==> src/hw/rtl/bss_pkg.sv <==
`timescale 1ns / 1ps
`default_nettype none
// ---------------------------------------------------------------------------
// bss_pkg
// Shared types and constants of the bracket-aware separator scanner.
// ---------------------------------------------------------------------------
package bss_pkg;

	localparam int STACK_DEPTH = 16;
	localparam int NUM_PAIRS   = 4;
	localparam int PAIR_SLOTS  = 4;

	localparam int SYM_W   = 8;
	localparam int PAIR_W  = 16;
	localparam int EN_W    = PAIR_SLOTS;
	localparam int DEPTH_W = 5;
	localparam int LVL_W   = $clog2(STACK_DEPTH + 1);
	localparam int PTR_W   = (STACK_DEPTH > 1) ? $clog2(STACK_DEPTH) : 1;

	localparam int CFG_IDX_W  = 3;
	localparam int CFG_DATA_W = 16;

	typedef enum logic [CFG_IDX_W-1:0] {
		REG_SEPARATOR   = 3'd0,
		REG_PAIR_ZERO   = 3'd1,
		REG_PAIR_ONE    = 3'd2,
		REG_PAIR_TWO    = 3'd3,
		REG_PAIR_THREE  = 3'd4,
		REG_PAIR_ENABLE = 3'd5
	} cfg_reg_t;

	localparam logic [SYM_W-1:0] SEPARATOR_RESET = 8'h2C;
	localparam logic [EN_W-1:0]  ENABLE_RESET    = 4'hF;
	localparam logic [PAIR_W-1:0] PAIR_RESET [PAIR_SLOTS] = '{
		16'h2928, // ( )
		16'h5D5B, // [ ]
		16'h7D7B, // { }
		16'h2222  // " "
	};

endpackage
`default_nettype wire

==> src/hw/rtl/bss_ifs.sv <==
`timescale 1ns / 1ps
`default_nettype none
// ---------------------------------------------------------------------------
// bss channel interfaces
// Valid/ready channels for symbols, results and register writes.
// ---------------------------------------------------------------------------
interface bss_sym_if;
	logic                        valid;
	logic                        ready;
	logic [bss_pkg::SYM_W-1:0]   symbol;
	logic                        restart;

	modport source (output valid, output symbol, output restart, input ready);
	modport sink   (input valid, input symbol, input restart, output ready);
endinterface

interface bss_res_if;
	logic                        valid;
	logic                        ready;
	logic                        split_here;
	logic                        outer_closed;
	logic [bss_pkg::DEPTH_W-1:0] nest_depth;
	logic                        overflowed;

	modport source (output valid, output split_here, output outer_closed,
		output nest_depth, output overflowed, input ready);
	modport sink   (input valid, input split_here, input outer_closed,
		input nest_depth, input overflowed, output ready);
endinterface

interface bss_cfg_if;
	logic                           valid;
	logic                           ready;
	logic [bss_pkg::CFG_IDX_W-1:0]  index;
	logic [bss_pkg::CFG_DATA_W-1:0] data;

	modport source (output valid, output index, output data, input ready);
	modport sink   (input valid, input index, input data, output ready);
endinterface
`default_nettype wire

==> src/hw/rtl/bracket_aware_separator_scanner_top.sv <==
// Path: an accepted symbol beat passes the input register, then the result register.
// Throughput: one symbol per cycle unless scan_out stalls; the stack update closes
// within the cycle that moves a beat from the input register to the result register.
// Reset: control state, level and overflow clear at once; registers return to
// their defaults; stack entries are left as they are.
`timescale 1ns / 1ps
`default_nettype none
// ---------------------------------------------------------------------------
// bracket_aware_separator_scanner_top
// Tracks open brackets on a close-byte stack and flags top-level separators.
// ---------------------------------------------------------------------------
module bracket_aware_separator_scanner_top (
	input  wire         clk,
	input  wire         arst_n,
	bss_sym_if.sink     scan_in,
	bss_res_if.source   scan_out,
	bss_cfg_if.sink     cfg
);

	// configuration registers
	logic [bss_pkg::SYM_W-1:0]  separator_q;
	logic [bss_pkg::PAIR_W-1:0] pair_q [bss_pkg::PAIR_SLOTS];
	logic [bss_pkg::EN_W-1:0]   enable_q;

	// state
	logic [bss_pkg::SYM_W-1:0]  stack_q [bss_pkg::STACK_DEPTH];
	logic [bss_pkg::LVL_W-1:0]  level_q;
	logic                       ovf_q;

	// input stage
	logic                       vld_s1;
	logic [bss_pkg::SYM_W-1:0]  sym_s1;
	logic                       restart_s1;

	// result stage
	logic                       vld_s2;
	logic                       split_s2;
	logic                       closed_s2;
	logic [bss_pkg::DEPTH_W-1:0] depth_s2;
	logic                       ovf_s2;

	logic                       advance;
	logic [bss_pkg::LVL_W-1:0]  lvl_eff;
	logic [bss_pkg::LVL_W-1:0]  lvl_m1;
	logic [bss_pkg::LVL_W-1:0]  lvl_nxt;
	logic                       ovf_eff;
	logic                       ovf_nxt;
	logic                       pop_hit;
	logic                       open_hit;
	logic [bss_pkg::SYM_W-1:0]  closer;
	logic                       full;
	logic                       do_push;
	logic                       split_nxt;
	logic                       closed_nxt;

	assign advance       = vld_s1 && (!vld_s2 || scan_out.ready);
	assign scan_in.ready = !vld_s1 || advance;
	assign cfg.ready     = 1'b1;

	assign lvl_eff = restart_s1 ? '0 : level_q;
	assign ovf_eff = restart_s1 ? 1'b0 : ovf_q;
	assign lvl_m1  = lvl_eff - bss_pkg::LVL_W'(1);
	assign full    = (lvl_eff == bss_pkg::LVL_W'(bss_pkg::STACK_DEPTH));

	assign pop_hit = (lvl_eff != '0) &&
		(stack_q[lvl_m1[bss_pkg::PTR_W-1:0]] == sym_s1);

	// lowest enabled pair wins
	always_comb begin
		open_hit = 1'b0;
		closer   = '0;
		for (int k = bss_pkg::NUM_PAIRS - 1; k >= 0; k--) begin
			if (enable_q[k] && (pair_q[k][bss_pkg::SYM_W-1:0] == sym_s1)) begin
				open_hit = 1'b1;
				closer   = pair_q[k][bss_pkg::PAIR_W-1:bss_pkg::SYM_W];
			end
		end
	end

	assign do_push = !pop_hit && open_hit && !full;

	always_comb begin
		lvl_nxt    = lvl_eff;
		ovf_nxt    = ovf_eff;
		split_nxt  = 1'b0;
		closed_nxt = 1'b0;
		if (pop_hit) begin
			lvl_nxt    = lvl_m1;
			closed_nxt = (lvl_m1 == '0);
		end else if (open_hit) begin
			if (full) begin
				ovf_nxt = 1'b1;
			end else begin
				lvl_nxt = lvl_eff + bss_pkg::LVL_W'(1);
			end
		end else if ((lvl_eff == '0) && (sym_s1 == separator_q)) begin
			split_nxt = 1'b1;
		end
	end

	always_ff @(posedge clk or negedge arst_n) begin
		if (!arst_n) begin
			separator_q <= bss_pkg::SEPARATOR_RESET;
			enable_q    <= bss_pkg::ENABLE_RESET;
			for (int k = 0; k < bss_pkg::PAIR_SLOTS; k++) begin
				pair_q[k] <= bss_pkg::PAIR_RESET[k];
			end
		end else if (cfg.valid) begin
			unique case (bss_pkg::cfg_reg_t'(cfg.index))
				bss_pkg::REG_SEPARATOR: begin
					separator_q <= cfg.data[bss_pkg::SYM_W-1:0];
				end
				bss_pkg::REG_PAIR_ZERO: begin
					pair_q[0] <= cfg.data;
				end
				bss_pkg::REG_PAIR_ONE: begin
					pair_q[1] <= cfg.data;
				end
				bss_pkg::REG_PAIR_TWO: begin
					pair_q[2] <= cfg.data;
				end
				bss_pkg::REG_PAIR_THREE: begin
					pair_q[3] <= cfg.data;
				end
				bss_pkg::REG_PAIR_ENABLE: begin
					enable_q <= cfg.data[bss_pkg::EN_W-1:0];
				end
				default: begin
				end
			endcase
		end
	end

	always_ff @(posedge clk) begin
		if (advance && do_push) begin
			stack_q[lvl_eff[bss_pkg::PTR_W-1:0]] <= closer;
		end
	end

	always_ff @(posedge clk or negedge arst_n) begin
		if (!arst_n) begin
			level_q <= '0;
			ovf_q   <= 1'b0;
		end else if (advance) begin
			level_q <= lvl_nxt;
			ovf_q   <= ovf_nxt;
		end
	end

	always_ff @(posedge clk or negedge arst_n) begin
		if (!arst_n) begin
			vld_s1 <= 1'b0;
		end else if (scan_in.ready) begin
			vld_s1 <= scan_in.valid;
		end
	end

	always_ff @(posedge clk) begin
		if (scan_in.valid && scan_in.ready) begin
			sym_s1     <= scan_in.symbol;
			restart_s1 <= scan_in.restart;
		end
	end

	always_ff @(posedge clk or negedge arst_n) begin
		if (!arst_n) begin
			vld_s2 <= 1'b0;
		end else if (advance) begin
			vld_s2 <= 1'b1;
		end else if (scan_out.ready) begin
			vld_s2 <= 1'b0;
		end
	end

	always_ff @(posedge clk) begin
		if (advance) begin
			split_s2  <= split_nxt;
			closed_s2 <= closed_nxt;
			depth_s2  <= bss_pkg::DEPTH_W'(lvl_nxt);
			ovf_s2    <= ovf_nxt;
		end
	end

	assign scan_out.valid        = vld_s2;
	assign scan_out.split_here   = split_s2;
	assign scan_out.outer_closed = closed_s2;
	assign scan_out.nest_depth   = depth_s2;
	assign scan_out.overflowed   = ovf_s2;

`ifndef SYNTHESIS
	a_level_bound: assert property (@(posedge clk) disable iff (!arst_n)
		level_q <= bss_pkg::LVL_W'(bss_pkg::STACK_DEPTH))
		else $error("stack level beyond depth");

	a_ovf_on_full: assert property (@(posedge clk) disable iff (!arst_n)
		$rose(ovf_q) |-> level_q == bss_pkg::LVL_W'(bss_pkg::STACK_DEPTH))
		else $error("overflow set below full stack");

	a_close_empty: assert property (@(posedge clk) disable iff (!arst_n)
		vld_s2 && closed_s2 |-> depth_s2 == '0 && !split_s2)
		else $error("outer close with stack still open");

	a_split_empty: assert property (@(posedge clk) disable iff (!arst_n)
		advance && split_nxt |=> level_q == '0)
		else $error("split inside brackets");
`endif

endmodule
`default_nettype wire

==> src/flat_wrapper.sv <==
// flat-port wrapper written by rule: the top's interface ports become plain ports
module bracket_aware_separator_scanner_top_flat 
  (clk, arst_n, scan_in_valid, scan_in_symbol, scan_in_restart, scan_in_ready, scan_out_valid, scan_out_split_here, scan_out_outer_closed, scan_out_nest_depth, scan_out_overflowed, scan_out_ready, cfg_valid, cfg_index, cfg_data, cfg_ready);
  bss_sym_if scan_in_i ();
  bss_res_if scan_out_i ();
  bss_cfg_if cfg_i ();
  input  wire clk;
  input  wire arst_n;
  input wire logic [$bits(scan_in_i.valid)-1:0] scan_in_valid;
  input wire logic [$bits(scan_in_i.symbol)-1:0] scan_in_symbol;
  input wire logic [$bits(scan_in_i.restart)-1:0] scan_in_restart;
  output wire logic [$bits(scan_in_i.ready)-1:0] scan_in_ready;
  output wire logic [$bits(scan_out_i.valid)-1:0] scan_out_valid;
  output wire logic [$bits(scan_out_i.split_here)-1:0] scan_out_split_here;
  output wire logic [$bits(scan_out_i.outer_closed)-1:0] scan_out_outer_closed;
  output wire logic [$bits(scan_out_i.nest_depth)-1:0] scan_out_nest_depth;
  output wire logic [$bits(scan_out_i.overflowed)-1:0] scan_out_overflowed;
  input wire logic [$bits(scan_out_i.ready)-1:0] scan_out_ready;
  input wire logic [$bits(cfg_i.valid)-1:0] cfg_valid;
  input wire logic [$bits(cfg_i.index)-1:0] cfg_index;
  input wire logic [$bits(cfg_i.data)-1:0] cfg_data;
  output wire logic [$bits(cfg_i.ready)-1:0] cfg_ready;
  assign scan_in_i.valid = scan_in_valid;
  assign scan_in_i.symbol = scan_in_symbol;
  assign scan_in_i.restart = scan_in_restart;
  assign scan_in_ready = scan_in_i.ready;
  assign scan_out_valid = scan_out_i.valid;
  assign scan_out_split_here = scan_out_i.split_here;
  assign scan_out_outer_closed = scan_out_i.outer_closed;
  assign scan_out_nest_depth = scan_out_i.nest_depth;
  assign scan_out_overflowed = scan_out_i.overflowed;
  assign scan_out_i.ready = scan_out_ready;
  assign cfg_i.valid = cfg_valid;
  assign cfg_i.index = cfg_index;
  assign cfg_i.data = cfg_data;
  assign cfg_ready = cfg_i.ready;
  bracket_aware_separator_scanner_top u_core (.clk(clk), .arst_n(arst_n), .scan_in(scan_in_i), .scan_out(scan_out_i), .cfg(cfg_i));
endmodule
==> config.mk <==
export PLATFORM = sky130hd
export DESIGN_NAME = bracket_aware_separator_scanner_top_flat
export DESIGN_NICKNAME = d
export VERILOG_FILES = /design/src/hw/rtl/bss_pkg.sv /design/src/hw/rtl/bss_ifs.sv /design/src/hw/rtl/bracket_aware_separator_scanner_top.sv /design/src/flat_wrapper.sv
export SDC_FILE = /design/constraint.sdc
export NUM_CORES = 1
export LEC_CHECK = 0
export BUFFER_PORTS_ARGS = -buffer_cell sky130_fd_sc_hd__buf_2
export CAP_MARGIN = 25
export CORE_MARGIN = 5
export CORE_UTILIZATION = 44
export DETAILED_ROUTE_END_ITERATION = 10
export SETUP_SLACK_MARGIN = 0.1
export SYNTH_ARGS = -nofsm -noshare
export SYNTH_HDL_FRONTEND = slang
export SYNTH_SLANG_ARGS = --single-unit
==> constraint.sdc <==
create_clock -name clk -period 4.7 [get_ports clk]
set_input_delay 1.41 -clock clk [delete_from_list [all_inputs] [get_ports clk]]
set_output_delay 1.41 -clock clk [all_outputs]
set_load 0.005 [all_outputs]
==> metrics.txt, run 1 <==
# TYPE chip_impl_metric gauge
chip_impl_metric{name="finalNonFillerCells",unit=""} 1196
chip_impl_metric{name="grt_first_pass_wirelength",unit="microns"} 42850
chip_impl_metric{name="final.hold.worst_slack",unit="ns"} 0.5083
chip_impl_metric{name="met2_length",unit="microns"} 12920
chip_impl_info{name="cp_top_family",value="compound AO/OA/AOI/OAI gates"} 1
chip_impl_metric{name="worstPathRequired",unit="ns"} 4.92
chip_impl_metric{name="finish.net_count",unit=""} 891
chip_impl_info{name="crit_start",value="u_core.level_q[0]"} 1
chip_impl_metric{name="wire_per_inst",unit="microns"} 23.44
chip_impl_metric{name="setup_fix_bufs_post_cts",unit=""} 0
chip_impl_metric{name="flow.area_growth_from_synthesis",unit="%"} 14.82
chip_impl_metric{name="ys_ff_latch",unit=""} 229
chip_impl_metric{name="grt.overflow.total",unit=""} 0
chip_impl_metric{name="met3_length",unit="microns"} 1808
chip_impl_metric{name="worstMarginPinSlew",unit="ns"} 1.071
chip_impl_metric{name="number_of_antenna_violations_at_the_first_check_in_global_routing",unit=""} 0
chip_impl_info{name="cts_tree",value="done"} 1
chip_impl_metric{name="worst_ir_drop_vdd",unit="uV"} 230.2
chip_impl_metric{name="io-pin-count",unit=""} 44
chip_impl_metric{name="postSynthAreaPerCell",unit="sq um"} 13.25
chip_impl_info{name="rsz_0062_raised_after_global_routing",value="no"} 1
chip_impl_metric{name="fin_tns_setup",unit="ns"} 0
chip_impl_metric{name="grtUsageTotal",unit="%"} 20.75
chip_impl_metric{name="path_clk_slew",unit="ns"} 0.06
chip_impl_metric{name="dieArea",unit="sq mm"} 0.02722
chip_impl_info{name="synth_top_flop_cell",value="edfxtp_1"} 1
chip_impl_metric{name="num_antenna_cells",unit=""} 0
chip_impl_metric{name="clock-sinks",unit=""} 229
chip_impl_metric{name="powerDensity",unit="mW/mm^2"} 448.3
chip_impl_metric{name="final_layout_size_suffix_gt1_share",unit="%"} 29.99
chip_impl_metric{name="critical_path_buf_inv_count",unit=""} 3
chip_impl_metric{name="placementRows",unit=""} 56
chip_impl_info{name="worst_path_max_delay_cell",value="dfrtp_1"} 1
chip_impl_metric{name="numCtsBuffers",unit=""} 26
chip_impl_metric{name="detail_route.vias_per_cell",unit=""} 5.836
chip_impl_metric{name="syn_inst",unit=""} 798
chip_impl_metric{name="setup_violations",unit=""} 0
chip_impl_metric{name="detailed_place.area",unit="sq mm"} 0.01127
chip_impl_info{name="top_layer",value="met4"} 1
chip_impl_metric{name="synth-seq-area-share",unit="%"} 61.53
chip_impl_info{name="cts_root_buffer",value="clkbuf_16"} 1
chip_impl_metric{name="grt_start_max_net_pins",unit=""} 85
chip_impl_info{name="layout_common_cells",value="edfxtp_1 (145), mux2_2 (84), nand2_1 (49)"} 1
chip_impl_info{name="cp-end-kind",value="register"} 1
chip_impl_metric{name="synthesis.yosys.warnings",unit=""} 0
chip_impl_metric{name="cts-htree-levels",unit=""} 1
chip_impl_metric{name="initial_core_util",unit="%"} 44.90
chip_impl_metric{name="postSynth.asyncResetShare",unit="%"} 36.68
chip_impl_metric{name="mappedNetlistArea",unit="sq mm"} 0.01057
chip_impl_metric{name="numPlacedInstances",unit=""} 1147
chip_impl_info{name="r2r-start",value="u_core.level_q[0]"} 1
chip_impl_metric{name="number_of_buffers_on_the_longest_clock_path",unit=""} 3
chip_impl_metric{name="synthDistinctLibCells",unit=""} 72
chip_impl_metric{name="detailedRoute.firstPassIterationCount",unit=""} 5
chip_impl_metric{name="postLayoutCellArea",unit="sq mm"} 0.01214
chip_impl_metric{name="first_global_vias",unit=""} 7182
chip_impl_metric{name="routabilityCongestion",unit=""} 0.9108
chip_impl_info{name="run_status",value="finished, final reports clean"} 1
chip_impl_metric{name="hold_viol_final",unit=""} 0
chip_impl_metric{name="critical_path_peak_fanout",unit=""} 24
chip_impl_metric{name="detail_route.wirelength",unit="microns"} 28030
chip_impl_metric{name="die_w",unit="microns"} 165.0
chip_impl_metric{name="holdBufCountCts",unit=""} 0
chip_impl_metric{name="utilization",unit="%"} 51.55
chip_impl_metric{name="max_slew_margin",unit="%"} 26.72
chip_impl_metric{name="number_of_flops_mapped_to_enable_cells_by_yosys",unit=""} 145
chip_impl_metric{name="die_height",unit="microns"} 165.0
chip_impl_metric{name="power.static_leakage",unit="nW"} 4.490
chip_impl_metric{name="fmax",unit="MHz"} 230.3
chip_impl_metric{name="final_max_slew_viol_count",unit=""} 0
chip_impl_metric{name="numPortBuffers",unit=""} 42
chip_impl_info{name="timing.critical_path.mode_cell",value="buf_4"} 1
chip_impl_info{name="worstSetupPathType",value="reg2reg"} 1
chip_impl_metric{name="number_of_design_rule_violations_left_after_detail_routing",unit=""} 0
chip_impl_metric{name="worst_path_largest_cell_delay",unit="ns"} 0.93
chip_impl_metric{name="detail-route-antenna-nets",unit=""} 0
chip_impl_metric{name="layout_worst_path_cycle_share",unit="%"} 92.41
chip_impl_info{name="cp-start-kind",value="register"} 1
chip_impl_metric{name="max_cap_viol_count",unit=""} 0
chip_impl_metric{name="syn-num-nets",unit=""} 832
chip_impl_info{name="cp_cell_sequence",value="buf_4, nor2_1, a2111oi_0, a22oi_1, xor2_1, nand4_1, nor4_4, buf_4, nand2b_1, nor4_1, buf_4"} 1
chip_impl_metric{name="post_cts_resize_count",unit=""} 0
chip_impl_info{name="min-delay-path-class",value="reg2reg"} 1
chip_impl_info{name="hp-start",value="u_core.vld_s1"} 1
chip_impl_metric{name="cp_data_arrival_time",unit="ns"} 4.57
chip_impl_metric{name="place.detailed.hpwl",unit="microns"} 18980
chip_impl_metric{name="min_period",unit="ns"} 4.343
chip_impl_info{name="final_common_cell",value="edfxtp_1"} 1
chip_impl_metric{name="route.layer.met1.wl",unit="microns"} 12410
chip_impl_metric{name="finalClockSkew",unit="ns"} 0.009607
chip_impl_metric{name="insertion_delay",unit="ns"} 0.52
chip_impl_metric{name="core",unit="sq mm"} 0.02354
chip_impl_metric{name="dr_total_vias",unit=""} 6980
chip_impl_metric{name="layout.filler_cells",unit=""} 2036
chip_impl_metric{name="drtIter0Drc",unit=""} 469
registers in the layout, summed over array words and instances, names as in the netlist, 4 cells and up:
| register | flops |
|---|---|
| u_core.stack_q | 128 |
| u_core.level_q | 5 |
| u_core.scan_out.nest_depth | 5 |
| u_core.enable_q | 4 |
| u_core.pair_q | 64 |
| u_core.separator_q | 8 |
| u_core.sym_s1 | 8 |
cells by family (layout without fill, tap and decap cells):
group,Yosys count,after routing,share of synthesized area (%)
buffers and inverters,65,144,3.196
adders and majority gates,1,1,0.1184
AOI/OAI and AO/OA,148,148,9.103
DFF,229,229,61.53
and+or+nand+nor,195,195,10.45
xor gates and xnor gates,51,51,4.226
muxes,108,108,11.34
other,1,1,0.03548
final cells by class:
type	count	area, sq um	share of cell area (%)
Inverter	11	41.29	0.3402
Clock inverter	12	107.6	0.8866
Multi-Input combinational cell	504	3766	31.03
Tap cell	319	399.1	3.289
Timing Repair Buffer	85	588.1	4.845
Clock buffer	36	729.5	6.010
Sequential cell	229	6505	53.60
worst paths after layout:
kind | to | slack (ns) | cells past startpoint
worst max-delay path | u_core.stack_q[12][6] | 0.36 | 11
worst min-delay path | u_core.scan_out.valid | 0.51 | 1
worst max register to register | u_core.stack_q[12][6] | 0.36 | 11
worst min register to register | u_core.scan_out.valid | 0.51 | 1
max in group asynchronous | u_core.pair_q[29] | 3.29 | 2
min in group asynchronous | u_core.level_q[1] | 0.75 | 1
per-stage QoR:
| stage | total power, W | setup slack, ns |
|---|---|---|
| global placement | 0.003476 | 0.4929 |
| CTS | 0.005476 | 0.4925 |
| floorplan | 0.003214 | 0.9879 |
| global route | 0.005664 | 0.2407 |
| detailed placement | 0.003496 | 0.4713 |
| finish | 0.005440 | 0.3569 |
routing by layer:
metal  track usage (%)  vias to the layer above
met4             6.200                        0
li1                  -                     3132
met5                 0                        -
met3             2.970                       65
met2             32.89                      247
met1             29.82                     3536
power breakdown:
part,switching [W],internal (W),total [W]
Combinational,0.000520,0.000430,0.000951
Clock,0.000778,0.00119,0.00197
Sequential,0.000168,0.00236,0.00252
Total,0.00147,0.00397,0.00544
worst reg2reg max path, stage by stage, from the launching register on:
cell and delay [ns]:
dfrtp_1 0.93, buf_4 0.33, nor2_1 0.12, a2111oi_0 0.93, a22oi_1 0.21, xor2_1 0.21
nand4_1 0.18, nor4_4 0.06, buf_4 0.21, nand2b_1 0.28, nor4_1 0.37, buf_4 0.23
cells in the mapped netlist (4+ instances only):
| master | n | area [sq um] |
|---|---|---|
| o221ai_1 | 4 | 35.03 |
| and3_1 | 7 | 43.79 |
| nand2b_1 | 14 | 87.58 |
| xor2_1 | 10 | 87.58 |
| o21ai_0 | 28 | 140.1 |
| dfrtp_1 | 46 | 1151 |
| buf_6 | 8 | 90.09 |
| nor2b_1 | 9 | 56.30 |
| a211oi_1 | 6 | 45.04 |
| dfstp_2 | 38 | 998.5 |
| nand3_1 | 13 | 65.06 |
| nor4_1 | 5 | 31.28 |
| nor3_1 | 16 | 80.08 |
| a21oi_1 | 45 | 225.2 |
| nand3b_1 | 13 | 97.59 |
| buf_4 | 4 | 30.03 |
| o22ai_1 | 15 | 93.84 |
| edfxtp_1 | 145 | 4354 |
| inv_1 | 11 | 41.29 |
| nor2_1 | 23 | 86.33 |
| or4_1 | 4 | 30.03 |
| clkbuf_1 | 27 | 101.4 |
| mux2i_1 | 23 | 230.2 |
| nand2_1 | 49 | 183.9 |
| nand4_1 | 12 | 75.07 |
| a221oi_1 | 4 | 35.03 |
| xnor2_1 | 41 | 359.1 |
| buf_2 | 15 | 75.07 |
| and2_1 | 5 | 31.28 |
| mux2_2 | 84 | 945.9 |
(Power assumes the default switching activity.)
==> run 2: changes to the inputs <==
- ABC_AREA: default -> 1
==> run 2 against run 1 <==
Net effect: clock skew up 0.0092 ns; worst hold slack worse by 0.021 ns; largest power group unchanged; sequential cell count did not move; global-route usage decreased by 0.67 points; non-clock buffer count shrank 25; sequential power down 3%; register-to-register slack better by 0.33 ns; power fell by 9.8%; critical path depth is 4 higher; die area decreased by 0.10%.
==> metrics.txt, run 2 <==
# TYPE chip_impl_metric gauge
chip_impl_metric{name="detailed_place.area",unit="sq mm"} 0.01111
chip_impl_metric{name="grt_first_pass_wirelength",unit="microns"} 41860
chip_impl_metric{name="setup_fix_bufs_post_cts",unit=""} 0
chip_impl_metric{name="detailedRoute.firstPassIterationCount",unit=""} 5
chip_impl_metric{name="numCtsBuffers",unit=""} 25
chip_impl_metric{name="numPortBuffers",unit=""} 42
chip_impl_metric{name="number_of_antenna_violations_at_the_first_check_in_global_routing",unit=""} 0
chip_impl_info{name="synthDominantAreaCellType",value="edfxtp_1"} 1
chip_impl_info{name="cts_tree",value="done"} 1
chip_impl_metric{name="critical_path_buf_inv_count",unit=""} 2
chip_impl_metric{name="holdBufCountCts",unit=""} 0
chip_impl_metric{name="route.layer.met1.wl",unit="microns"} 12640
chip_impl_metric{name="grt_start_max_net_pins",unit=""} 42
chip_impl_info{name="worstSetupPathType",value="reg2reg"} 1
chip_impl_metric{name="numPlacedInstances",unit=""} 1458
chip_impl_info{name="crit-reg2reg-capture",value="u_core.stack_q[10][4]"} 1
chip_impl_metric{name="min_period",unit="ns"} 4.014
chip_impl_info{name="final_common_cell",value="nand2_1"} 1
chip_impl_metric{name="flow.area_growth_from_synthesis",unit="%"} 13.19
chip_impl_metric{name="postSynthAreaPerCell",unit="sq um"} 9.436
chip_impl_metric{name="detail-route-antenna-nets",unit=""} 0
chip_impl_info{name="rsz_0062_raised_after_global_routing",value="no"} 1
chip_impl_metric{name="num_antenna_cells",unit=""} 0
chip_impl_metric{name="netlist.area_leader.share",unit="%"} 41.24
chip_impl_metric{name="clock-sinks",unit=""} 229
chip_impl_info{name="post-synth-top-count-cell",value="nand2_1"} 1
chip_impl_info{name="r2r-start",value="u_core.restart_s1"} 1
chip_impl_metric{name="routabilityCongestion",unit=""} 0.8859
chip_impl_metric{name="critical_path_peak_fanout",unit=""} 25
chip_impl_metric{name="layout_worst_path_cycle_share",unit="%"} 85.41
chip_impl_metric{name="path_clk_slew",unit="ns"} 0.06
chip_impl_metric{name="insertion_delay",unit="ns"} 0.52
chip_impl_info{name="min-delay-path-class",value="reg2reg"} 1
chip_impl_metric{name="syn-num-nets",unit=""} 1153
chip_impl_metric{name="die_w",unit="microns"} 164.9
chip_impl_info{name="layout_common_cells",value="nand2_1 (269), nor2_1 (175), edfxtp_1 (145)"} 1
chip_impl_info{name="ys_top_cells_by_area",value="edfxtp_1 (41%), dfrtp_1 (11%), nand2_1 (9.6%)"} 1
chip_impl_metric{name="max_cap_viol_count",unit=""} 0
chip_impl_info{name="cp_top_family",value="simple AND/OR/NAND/NOR gates"} 1
chip_impl_info{name="run_status",value="finished, final reports clean"} 1
chip_impl_info{name="top_layer",value="met4"} 1
chip_impl_metric{name="final_max_slew_viol_count",unit=""} 0
chip_impl_metric{name="power.static_leakage",unit="nW"} 5.152
chip_impl_metric{name="worstPathRequired",unit="ns"} 4.83
chip_impl_metric{name="postSynth.asyncResetShare",unit="%"} 36.68
chip_impl_metric{name="number_of_design_rule_violations_left_after_detail_routing",unit=""} 0
chip_impl_info{name="yosys-top-cells-count",value="nand2_1 (269), nor2_1 (175), edfxtp_1 (145)"} 1
chip_impl_metric{name="finalClockSkew",unit="ns"} 0.01877
chip_impl_metric{name="fin_tns_setup",unit="ns"} 0
chip_impl_metric{name="synthDistinctLibCells",unit=""} 40
chip_impl_metric{name="placementRows",unit=""} 56
chip_impl_metric{name="max_slew_margin",unit="%"} 34.40
chip_impl_metric{name="io-pin-count",unit=""} 44
chip_impl_metric{name="initial_core_util",unit="%"} 44.85
chip_impl_metric{name="worstMarginPinSlew",unit="ns"} 0.9816
chip_impl_metric{name="number_of_buffers_on_the_longest_clock_path",unit=""} 3
chip_impl_info{name="cp-start-kind",value="register"} 1
chip_impl_metric{name="setup_violations",unit=""} 0
chip_impl_metric{name="met2_length",unit="microns"} 12170
chip_impl_metric{name="detail_route.vias_per_cell",unit=""} 5.143
chip_impl_metric{name="met3_length",unit="microns"} 1743
chip_impl_metric{name="finish.net_count",unit=""} 1201
chip_impl_metric{name="final_layout_size_suffix_gt1_share",unit="%"} 14.77
chip_impl_metric{name="place.detailed.hpwl",unit="microns"} 18410
chip_impl_metric{name="worst_ir_drop_vdd",unit="uV"} 466.2
chip_impl_info{name="cp-end-kind",value="register"} 1
chip_impl_metric{name="detail_route.wirelength",unit="microns"} 27180
chip_impl_metric{name="syn_inst",unit=""} 1119
chip_impl_metric{name="dieArea",unit="sq mm"} 0.02720
chip_impl_info{name="synth_top_flop_cell",value="edfxtp_1"} 1
chip_impl_metric{name="fmax",unit="MHz"} 249.1
chip_impl_metric{name="first_global_vias",unit=""} 7252
chip_impl_metric{name="cp_data_arrival_time",unit="ns"} 4.15
chip_impl_info{name="cts_root_buffer",value="clkbuf_16"} 1
chip_impl_metric{name="synth-seq-area-share",unit="%"} 61.59
chip_impl_metric{name="grt.overflow.total",unit=""} 0
chip_impl_metric{name="drtIter0Drc",unit=""} 822
chip_impl_metric{name="cts-htree-levels",unit=""} 1
chip_impl_metric{name="number_of_flops_mapped_to_enable_cells_by_yosys",unit=""} 145
chip_impl_metric{name="ys_ff_latch",unit=""} 229
chip_impl_metric{name="worst_path_largest_cell_delay",unit="ns"} 0.61
chip_impl_metric{name="mappedNetlistArea",unit="sq mm"} 0.01056
chip_impl_info{name="cp_cell_sequence",value="inv_2, nand3_2, nand2_2, nand2_1, nand3_1, nand3_1, nand2_1, nand2_1, nand2_1, nor2_2, nand3_4, nor2_4, inv_2, nand3_2, nor2_1"} 1
chip_impl_info{name="hp-start",value="u_core.ovf_q"} 1
chip_impl_metric{name="die_height",unit="microns"} 164.9
chip_impl_metric{name="worstRegToRegCells",unit=""} 15
chip_impl_info{name="worst_path_max_delay_cell",value="nor2_1"} 1
chip_impl_info{name="timing.critical_path.mode_cell",value="nand2_1"} 1
chip_impl_metric{name="powerDensity",unit="mW/mm^2"} 410.7
chip_impl_metric{name="synthesis.yosys.warnings",unit=""} 0
chip_impl_metric{name="worstHoldPathCells",unit=""} 2
chip_impl_metric{name="wire_per_inst",unit="microns"} 18.07
chip_impl_metric{name="core",unit="sq mm"} 0.02354
chip_impl_metric{name="postLayoutCellArea",unit="sq mm"} 0.01195
chip_impl_metric{name="worst_setup_slack_for_register_to_register_paths",unit="ns"} 0.69
chip_impl_info{name="timing.hold.worst_endpoint",value="u_core.ovf_q"} 1
chip_impl_metric{name="post_cts_resize_count",unit=""} 0
chip_impl_metric{name="dr_total_vias",unit=""} 7735
chip_impl_metric{name="grtUsageTotal",unit="%"} 20.08
chip_impl_metric{name="finalNonFillerCells",unit=""} 1504
chip_impl_metric{name="largest_register_ffs",unit=""} 128
chip_impl_metric{name="hold_viol_final",unit=""} 0
-- run 2: cell types whose count changed in the layout (fill, tap and decap cells not counted), sizes merged, moves of 24 or more --
cell and change:
o21ai +67, xnor2 -24, mux2 -84, buf -25
inv +95, nand3 +71, nor2 +161, nand2 +230
a21oi -28
-- run 2: how the worst max path moves through the flow --
stage	start	to	slack, ns	depth (start not counted)
CTS	u_core.restart_s1	u_core.stack_q[4][2]	0.67	15
global route	u_core.restart_s1	u_core.stack_q[9][4]	0.37	15
detailed placement	u_core.restart_s1	u_core.stack_q[9][0]	0.68	15
floorplan	scan_out_ready	scan_in_ready	1.73	2
global placement	u_core.restart_s1	u_core.stack_q[7][0]	0.70	15
finish	u_core.restart_s1	u_core.stack_q[10][4]	0.69	15
-- run 2: worst reg2reg max path: stages, from the launching register on --
cell and delay [ns]:
edfxtp_1 0.48, inv_2 0.27, nand3_2 0.58, nand2_2 0.52, nand2_1 0.11, nand3_1 0.17, nand3_1 0.18, nand2_1 0.11
nand2_1 0.05, nand2_1 0.08, nor2_2 0.05, nand3_4 0.10, nor2_4 0.07, inv_2 0.10, nand3_2 0.16, nor2_1 0.61
-- run 2: cell type report --
| cell class | instances | area, sq um |
|---|---|---|
| Fill cell | 2219 | 11590 |
| Tap cell | 319 | 399.1 |
| Inverter | 106 | 397.9 |
| Clock buffer | 29 | 660.6 |
| Sequential cell | 229 | 6504 |
| Multi-Input combinational cell | 745 | 3467 |
| Timing Repair Buffer | 60 | 367.9 |
| Clock inverter | 16 | 155.1 |
-- run 2: cell families (layout without fill, tap and decap cells) --
group           count (synthesis)  in the layout  synth area share [%]
other cells                     1              1               0.03552
fa+ha+maj                       1              1                0.1185
flops                         229            229                 61.59
buf+inv                       145            211                 5.676
simple gates                  592            592                 24.20
xor+xnor                       23             23                 1.908
compound gates                128            128                 6.470
-- run 2: layer usage --
metal | track usage [%] | vias to the layer above
met3 | 2.920 | 42
li1 | - | 3763
met5 | 0 | -
met4 | 5.444 | 0
met2 | 30.94 | 236
met1 | 29.87 | 3694
-- run 2: where the power goes --
part	total, W	switching [W]	internal, W
registers	0.00244	0.000115	0.00233
clock network	0.00196	0.000794	0.00117
logic	0.000507	0.000322	0.000186
-- run 2: metrics by stage --
stage	setup slack, ns	util, %	total power, W	hold WS, ns
6_report	0.6859	50.77	0.004908	0.4876
5_1_grt	0.3673	50.77	0.005119	0.5055
4_1_cts	0.6746	50.65	0.004941	0.4865
3_5_place_dp	0.6823	47.18	0.002979	0.4699
3_3_place_gp	0.6974	47.18	0.002973	0.4669
2_1_floorplan	1.731	-	0.002804	0.4479
